`src/sv/epv_pkg.sv`:
```
// ----------------------------------------------------------------------------
// epv_pkg
// shared types and constants of the encoder position and velocity block
// ----------------------------------------------------------------------------
package epv_pkg;

    // configuration port
    localparam int CFG_IDX_W  = 3;
    localparam int CFG_DATA_W = 31;

    localparam logic [CFG_IDX_W-1:0] CFG_ENCODER_TOP     = 3'd0;
    localparam logic [CFG_IDX_W-1:0] CFG_RPM_SCALE       = 3'd1;
    localparam logic [CFG_IDX_W-1:0] CFG_STEP_SIZE       = 3'd2;
    localparam logic [CFG_IDX_W-1:0] CFG_POSITION_OFFSET = 3'd3;
    localparam logic [CFG_IDX_W-1:0] CFG_AVG_LENGTH_LOG2 = 3'd4;

    // quarter-range wrap thresholds of the 16-bit counter
    localparam logic [15:0] WRAP_LOW  = 16'd16384;
    localparam logic [15:0] WRAP_HIGH = 16'd49152;

    // reciprocal of 1000 in 0.32 fixed point, and the modulus
    localparam logic signed [31:0] RECIP_1000 = 32'sd4294967;
    localparam logic signed [31:0] ANGLE_MOD  = 32'sd1000;

    // operand select of the shared multiplier
    typedef enum logic [2:0] {
        MUL_NONE,
        MUL_REF,
        MUL_ANGLE,
        MUL_FB,
        MUL_RECIP,
        MUL_MOD
    } mul_sel_t;

    // commands from the controller to the datapath
    typedef struct packed {
        logic     load_in;
        logic     wrap_step;
        logic     pos_step;
        logic     ang_step;
        logic     fbm_step;
        logic     recip_step;
        logic     rem_step;
        logic     out_load;
        mul_sel_t mul_sel;
    } epv_cmd_t;

endpackage

```
`src/sv/epv_ctrl.sv`:
```
// ----------------------------------------------------------------------------
// epv_ctrl
// sequencer of one item through the shared multiplier and the output register
// ----------------------------------------------------------------------------
module epv_ctrl
    import epv_pkg::*;
(
    input  logic     clk,
    input  logic     rst_n,
    input  logic     in_valid,
    output logic     in_stall,
    output logic     out_valid,
    input  logic     out_stall,
    output epv_cmd_t cmd
);

    typedef enum logic [8:0] {
        S_IDLE  = 9'b000000001,
        S_WRAP  = 9'b000000010,
        S_POS   = 9'b000000100,
        S_ANG   = 9'b000001000,
        S_FBM   = 9'b000010000,
        S_RECIP = 9'b000100000,
        S_MODM  = 9'b001000000,
        S_REM   = 9'b010000000,
        S_DONE  = 9'b100000000
    } state_t;

    state_t state_reg, state_next;
    logic   out_valid_reg, out_valid_next;
    logic   out_free;

    assign out_free  = !out_valid_reg || !out_stall;
    assign in_stall  = (state_reg != S_IDLE);
    assign out_valid = out_valid_reg;

    always_comb
    begin
        state_next = state_reg;
        cmd        = '{default: '0, mul_sel: MUL_NONE};
        unique case (state_reg)
            S_IDLE:
            begin
                if (in_valid)
                begin
                    cmd.load_in = 1'b1;
                    state_next  = S_WRAP;
                end
            end
            S_WRAP:
            begin
                cmd.wrap_step = 1'b1;
                state_next    = S_POS;
            end
            S_POS:
            begin
                cmd.pos_step = 1'b1;
                cmd.mul_sel  = MUL_REF;
                state_next   = S_ANG;
            end
            S_ANG:
            begin
                cmd.ang_step = 1'b1;
                cmd.mul_sel  = MUL_ANGLE;
                state_next   = S_FBM;
            end
            S_FBM:
            begin
                cmd.fbm_step = 1'b1;
                cmd.mul_sel  = MUL_FB;
                state_next   = S_RECIP;
            end
            S_RECIP:
            begin
                cmd.recip_step = 1'b1;
                cmd.mul_sel    = MUL_RECIP;
                state_next     = S_MODM;
            end
            S_MODM:
            begin
                cmd.mul_sel = MUL_MOD;
                state_next  = S_REM;
            end
            S_REM:
            begin
                cmd.rem_step = 1'b1;
                state_next   = S_DONE;
            end
            S_DONE:
            begin
                if (out_free)
                begin
                    cmd.out_load = 1'b1;
                    state_next   = S_IDLE;
                end
            end
            default:
            begin
                state_next = S_IDLE;
            end
        endcase
    end

    always_comb
    begin
        priority if (cmd.out_load)
            out_valid_next = 1'b1;
        else if (!out_stall)
            out_valid_next = 1'b0;
        else
            out_valid_next = out_valid_reg;
    end

    always_ff @(posedge clk or negedge rst_n)
    begin
        if (!rst_n)
        begin
            state_reg     <= S_IDLE;
            out_valid_reg <= 1'b0;
        end
        else
        begin
            state_reg     <= state_next;
            out_valid_reg <= out_valid_next;
        end
    end

endmodule

```
`config.mk`:
```
export PLATFORM = sky130hd
export DESIGN_NAME = epv_ctrl
export DESIGN_NICKNAME = d
export VERILOG_FILES = /design/src/sv/epv_pkg.sv /design/src/sv/epv_ctrl.sv
export SDC_FILE = /design/constraint.sdc
export NUM_CORES = 1
export LEC_CHECK = 0
export BUFFER_PORTS_ARGS = -buffer_cell sky130_fd_sc_hd__buf_2
export CELL_PAD_IN_SITES_DETAIL_PLACEMENT = 1
export CELL_PAD_IN_SITES_GLOBAL_PLACEMENT = 2
export CORE_ASPECT_RATIO = 0.75
export CORE_MARGIN = 2
export CORE_UTILIZATION = 30
export CTS_CLUSTER_SIZE = 14
export DETAILED_ROUTE_END_ITERATION = 8
export PLACE_DENSITY_LB_ADDON = 0.3
export SYNTH_ARGS = -nofsm -noshare
export SYNTH_HDL_FRONTEND = slang
export SYNTH_SLANG_ARGS = --single-unit
```
`constraint.sdc`:
```
create_clock -name clk -period 2.3 [get_ports clk]
set_input_delay 0.345 -clock clk [delete_from_list [all_inputs] [get_ports clk]]
set_output_delay 0.345 -clock clk [all_outputs]
set_load 0.02 [all_outputs]
```
# Yosys cells after proc, flatten, opt, wreduce, memory -nomap -nowiden

Index checks and enable logic that the tools add are counted.
Widths: inputs -> output; s select.

Bits in writable memories: 0
Register bits: 10
Input bits: 4
Memories kept: 0
ROM bits: 0
Latch bits: 0

Div/mod/pow operators: 0
Bitwise gates (word level): 0
Add/subtract/negate cells: 0
Reduce and logical (&&, ||, !) cells: 4
Equal/unequal tests: 13
Multiplexer cells: 16
$mul: 0
Order comparisons: 0
Shifts and indexed selects: 0

Operators with widths:

| operator           | number |
|---|---|
| $pmux 9 s9         | 1 |
| $mux 9             | 2 |
| $pmux 3 s5         | 1 |
| $mux 1             | 12 |
| $eq 9x1->1 const B | 1 |
| $eq 9x2->1 const B | 1 |
| $eq 9x3->1 const B | 1 |
| $eq 9x4->1 const B | 1 |
| $eq 9x5->1 const B | 1 |
| $eq 9x6->1 const B | 1 |
| $eq 9x7->1 const B | 1 |
| $eq 9x8->1 const B | 1 |
| $eq 9x9->1 const B | 1 |
| $ne 9x1->1 const B | 1 |
| $ne 2x2->1 const B | 2 |
| $logic_not 1->1    | 2 |
| $ne 2x1->1 const B | 1 |
| $reduce_and 2->1   | 1 |
| $logic_or 1x1->1   | 1 |

# Depth between registers and ports, before layout

Gate-level depths: netlist of run 1.

Depth after elaboration: 5
Mapped depth: 5

# Least setup slack after synthesis of run 1

OpenSTA, ideal clock, no wires.

Path type: register to output
Start: register state_reg[5]
End: output cmd[10] in the netlist's numbering
Buffers on the path: 1
Setup slack: 150 ps
Cell stages (with the launch flop): 5
Arrival: 1805 ps
Data required time: 1955 ps
Cell sequence: dfrtp_1 > buf_6 > nor4_2 > nand4b_1 > nor2_1

RTL lines:

| what                   | RTL line        | RTL |
|---|---|---|
| from (decl)            | epv_ctrl.sv:29  | `state_t state_reg, state_next;` |
| from (signal assigned) | epv_ctrl.sv:123 | `state_reg <= state_next;` |
| to (decl)              | epv_ctrl.sv:14  | `output epv_cmd_t cmd` |

==> key figures, run 1 <==
Synth
  • Syn Area/Cell: 9.55 um2
  • Synth Instances: 68
  • Yosys warnings: 0
  • Asr flop ratio synth: 100%
  • Net count after synthesis: 72
  • Post-synth top area share: 34.7%
  • Post-synthesis register bit count: 10
  • Count leader, synth: dfrtp_1
  • Post-synth EDFFs: 0
  • Synthesized area: 649 um2
  • Post-synthesis cell type count: 33
  • Top post-synthesis cells by count: dfrtp_1 (9), nor2_1 (6), nor3_1 (5)
  • Seq/Total Area, Yosys: 38.7%
  • Synth area leader: dfrtp_1
  • Top FF cell, synth: dfrtp_1
  • Ranking of synthesized cells by area: dfrtp_1 (35%), nor3b_1 (4.6%), dfstp_2 (4.0%)

Clock tree
  • Insertion delay to the later sink of the worst-skew pair: 0.27 ns
  • CTS tree: done
  • Clock buffer depth: 2
  • CTS clk-pin slew, worst paths: 0.06 ns
  • Setup Buffers After CTS: 0
  • Clock Sinks: 10
  • Num CTS Buffers: 3
  • Root buf cell: clkbuf_4
  • Clock H-tree levels: 1

GRT
  • Antenna violations before repair: 0
  • Vias in the first global route: 533
  • GR Overflow Total: 0
  • Total Routing Usage GR: 14.7%
  • First-pass GRT wire length: 2700 um
  • Largest net degree at the start of global routing: 13

Route
  • Post-DR wirelength/cell: 15.5 um
  • Drt drc: 0
  • DR pass1 iterations: 3
  • Vias per std cell: 5.36
  • Initial DRC count: 2
  • Antenna viol nets, final: 0
  • Vias: 584
  • Total Wirelength: 1690 um

Floorplan
  • Core Box Area: 2030 um2
  • Die ar.: 2560 um2
  • Top Ports: 17
  • Initial Util: 32.0%
  • Chip Width: 57.7 um
  • Row Count: 14
  • Die Y: 44.3 um

STA
  • # setup viols final: 0
  • Max-slew violations: 0
  • Worst-Margin Slew: 0.360 ns
  • Fin Setup TNS: 0 ns
  • FMAX: 465 MHz
  • Final Hold Viols: 0
  • RSZ-0062 raised after global routing: false
  • Period Utilization, post-route: 93.5%
  • Hold Slack: 0.263 ns
  • Rel. slew slack: 76.0%
  • Worst Skew: 0.0116 ns
  • Tmin final: 2.15 ns

Final layout
  • Reg area: 251 um2
  • Max FFs per register: 9
  • Non-Filler Instances: 109
  • Nets: 90
  • Share of layout cells above drive strength 1: 34.1%
  • Multi-input logic area: 355 um2
  • Fill count: 256
  • ANT cells: 0
  • Area growth syn-to-layout: 18.9%

Pwr
  • Tot Pwr: 695 uW
  • Leak Pwr: 0.000367 uW
  • Worst VDD drop: 314 uV
  • Pwr Density: 900 nW/um2

Critical path
  • CP arrival: 1.81 ns
  • CP max FO: 10
  • Critical Path RT: 1.96 ns
  • Crit end category: output pin
  • Setup CP Type: reg -> out
  • Setup crit start kind: register

Min path
  • Worst hold path class: in -> reg

Flow run
  • Max cap viols: 0

Placement
  • Number of port buffers: 16
  • Post-Place Cells: 104
  • Gpl congestion: 0.766
  • DP Wirelength: 1270 um

Outcome
  • Outcome: finished, final reports clean
==> cell usage in the layout (no fill, tap or decap), drive strengths merged, types with 2 or more instances in the layout <==
master / instances
nand2: 5
o21ai: 3
nor2: 6
nand4b: 3
nor3: 5
nor4: 2
clkbuf: 4
or3: 2
nor4b: 2
buf: 18
and4bb: 2
and4: 2
a211oi: 2
dfrtp: 9
nor3b: 4
and4b: 2
==> cell type report <==
type,instances,area share (%)
clock buffers,4,3.40
inverters,1,0.486
multi-input cells,51,46.0
flip-flops and latches,10,32.6
well taps,24,3.89
repair buffers,19,13.6
==> cell families after synthesis <==
kind of cell / count (synthesis) / share of synthesized area (%)
flops: 10 / 38.7
simple gates: 39 / 41.0
buf+inv: 7 / 6.55
xor+xnor: 2 / 2.70
compound gates: 10 / 11.0
==> worst paths after layout <==
| path | from | endpoint | slack, ns | cells after the start |
|---|---|---|---|---|
| setup / recovery | state_reg[2] | cmd[1] | 0.15 | 5 |
| hold reg to reg | out_valid | out_valid | 0.52 | 2 |
| max in group asynchronous | rst_n | state_reg[0] | 1.57 | 2 |
| hold / removal | in_valid | state_reg[0] | 0.26 | 2 |
| min in group asynchronous | rst_n | out_valid | 0.46 | 2 |
| setup reg to reg | state_reg[5] | state_reg[0] | 0.49 | 4 |
==> per-layer routing <==
metal	GRT usage (%)	part of all wire (%)
met3	2.92	4.2
met5	0	0
met2	19.1	42
met1	21.8	52
met4	9.77	2.0
==> critical path, cell delays in order (launching register included) <==
cell and delay, ns:
dfrtp_1 0.52, nor2_1 0.16, nand2_1 0.17, and4bb_2 0.25, or2_2 0.28, buf_2 0.16
==> metrics by stage <==
stage / worst slack (ns) / utilization, % / area (um2)
floorplan: 0.150 / - / 649
global placement: 0.461 / 36.2 / 736
detailed placement: 0.442 / 36.2 / 736
CTS: 0.139 / 38.0 / 772
global route: 0.000284 / 38.0 / 772
finish: 0.149 / 38.0 / 772
==> timing repair <==
item,in CTS,in global routing
hold buffers,1,0
hold endpoints to repair,9,0
gates resized for setup,0,0
==> report_power, final <==
| group | switching [uW] | internal [uW] | total [uW] |
|---|---|---|---|
| registers | 52.3 | 207 | 260 |
| logic | 183 | 122 | 305 |
| clock network | 62.7 | 67.0 | 130 |
Note: power is estimated with default switching activity, not from simulation.
==> run 2: changes to the inputs <==
PLACE_DENSITY = 0.72   (was unset)
PLACE_DENSITY_LB_ADDON = unset   (was 0.3)
SETUP_SLACK_MARGIN = 0.4   (was unset)
==> run 2 against run 1 <==
Compared with the run above:
- register-to-register slack lost 0.03 ns
- sequential power fell by 5%
- clock power grew 29%
- sequential share of layout area decreased by 8.9 points
- via count increased by 20%
- maximum frequency increased by 5.5%
- largest power group unchanged
- hold slack worse by 0.016 ns
- utilization grew 16 points
- power increased by 44%
- routed wire length grew 34%
==> key figures, run 2 (synthesis results as in run 1) <==
Outcome
  • Outcome: finished, final reports clean

Pwr
  • Worst VDD drop: 828 uV (+160%)
  • Tot Pwr: 1000 uW (+44%)
  • Pwr Density: 913 nW/um2 (+1.5%)
  • Leak Pwr: 0.000491 uW (+34%)

Final layout
  • ANT cells: 0 (unchanged)
  • Most frequent cells in the layout: buf_4 (27), dfrtp_2 (7), buf_6 (5)
  • Commonest non-fill, non-tap cell in the layout: buf_4
  • Share of layout cells above drive strength 1: 68.3% (+34 points)
  • Area growth syn-to-layout: 69.0%
  • Nets: 109 (+21%)
  • Max FFs per register: 9 (unchanged)

Clock tree
  • Insertion delay to the later sink of the worst-skew pair: 0.28 ns (about the same)
  • Root buf cell: clkbuf_4
  • Num CTS Buffers: 3 (unchanged)
  • CTS tree: done
  • Clock H-tree levels: 1 (unchanged)
  • CTS clk-pin slew, worst paths: 0.07 ns (about the same)
  • Clock Sinks: 10 (unchanged)
  • Clock buffer depth: 2 (unchanged)

Route
  • Vias: 701 (+20%)
  • Post-DR wirelength/cell: 17.8 um (+14%)
  • Drt drc: 0 (unchanged)
  • Total Wirelength: 2270 um (+34%)
  • Initial DRC count: 28 (+26)
  • Antenna viol nets, final: 0 (unchanged)
  • Vias per std cell: 5.48 (+2.2%)
  • DR pass1 iterations: 4 (+1)

GRT
  • Total Routing Usage GR: 17.7% (+3.0 points)
  • GR Util met3: 4.97% (+2.0 points)
  • First-pass GRT wire length: 3330 um (+24%)
  • Largest net degree at the start of global routing: 12 (-1)
  • Vias in the first global route: 670 (+26%)
  • Antenna violations before repair: 0 (unchanged)
  • GR Overflow Total: 0 (unchanged)
  • Met1 usage: 24.5% (+2.7 points)
  • Most used routing layer: met2
  • Met2 usage: 28.2% (+9.1 points)

Critical path
  • CP arrival: 1.69 ns (-0.12 ns)
  • CP max FO: 4 (-6)
  • Crit-path cells: or3_4, or3_4, nor3_2, buf_4
  • CP dominant cell by count: or3_4
  • R2R depth: 5 (+1)
  • Critical Path RT: 1.96 ns (about the same)
  • Setup crit start kind: register
  • Crit end category: output pin
  • Setup CP Type: reg -> out
  • Cell at the slowest stage of the critical path: dfrtp_2
  • Largest stage delay, worst path: 0.45 ns (-0.07 ns)

Placement
  • DP Wirelength: 1270 um (-0.44%)
  • Number of port buffers: 16 (unchanged)
  • Gpl congestion: 0.745 (-2.7%)

Floorplan
  • Top Ports: 17 (unchanged)
  • Row Count: 14 (unchanged)
  • Core Box Area: 2030 um2 (unchanged)
  • Initial Util: 32.0% (unchanged)
  • Die Y: 44.3 um (unchanged)
  • Die ar.: 2560 um2 (unchanged)
  • Chip Width: 57.7 um (unchanged)

STA
  • RSZ-0062 raised after global routing: true
  • # setup viols final: 0 (unchanged)
  • Worst-Margin Slew: 0.342 ns (-0.0184 ns)
  • FMAX: 490 MHz (+5.5%)
  • Max-slew violations: 0 (unchanged)
  • Final Hold Viols: 0 (unchanged)
  • Period Utilization, post-route: 88.7% (-4.9 points)
  • Fin Setup TNS: 0 ns (unchanged)
  • Worst Skew: 0.000616 ns (-0.0110 ns)
  • Rel. slew slack: 76.9% (+0.91 points)
  • Tmin final: 2.04 ns (-0.112 ns)

Min path
  • Worst hold path depth: 2 (unchanged)
  • Worst hold path class: in -> reg

Flow run
  • Max cap viols: 0 (unchanged)
[run 2: cell types whose count changed in the layout (fill, tap and decap cells not counted), moves of 3 or more]
cell	previous run	this run
buf_4	2	27
buf_6	0	5
dfrtp_1	9	2
nor2_1	6	3
nor3_1	5	1
dfrtp_2	0	7
buf_2	16	4
[run 2: power breakdown]
part / internal [uW] / switching (uW) / total, uW
Combinational: 297 / 292 / 588
Sequential: 209 / 36.2 / 246
Clock: 96.4 / 71.4 / 168
[run 2: timing repair]
action / 4_1_cts / 5_1_grt
setup endpoints to repair: 12 / 13
buffers inserted: 13 / 6
resized for setup: 22 / 20
endpoints found under the hold margin: 9 / 0
hold buffers: 1 / 0
cloned: 0 / 0
pin swaps: 4 / 10
[run 2: routing by layer]
layer	part of all wire, %	vias to the layer above
li1	-	328
met3	3.3	2
met2	48	12
met4	0.40	0
met5	0	-
met1	48	359
[run 2: path summary, 6_finish.rpt]
path	startpoint	end	slack (ns)
worst max-delay path	state_reg[3]	cmd[0]	0.26
worst min-delay path	in_valid	state_reg[0]	0.25
worst max register to register	state_reg[4]	state_reg[0]	0.46
worst min register to register	out_valid	out_valid	0.52
max in group asynchronous	rst_n	state_reg[0]	1.57
min in group asynchronous	rst_n	state_reg[2]	0.46
[run 2: worst max-delay path: cells and delay by family, from the launching register on]
kind | cells | cell delay, ns
flip-flops | 1 | 0.45
buffers and inverters | 1 | 0.16
AND/OR/NAND/NOR | 3 | 0.80
[run 2: cell type report]
type | count | area [um2]
Clock buffer | 4 | 36.3
Inverter | 1 | 3.75
Sequential cell | 10 | 260
Fill cell | 235 | 935
Multi-Input combinational cell | 51 | 458
Timing Repair Buffer | 38 | 309
Tap cell | 24 | 30.0
[run 2: metrics by stage]
step           hold slack, ns  utilization, %  setup slack (ns)  instances  cell area [um2]
2_1_floorplan          0.0494               -             0.370         68              672
3_3_place_gp            0.224            37.3             0.363        104              758
3_5_place_dp            0.228            37.3             0.330        104              758
4_1_cts                 0.227            47.5             0.242        122              966
5_1_grt                 0.255            54.0             0.179        128             1100
6_report                0.246            54.0             0.261        128             1100
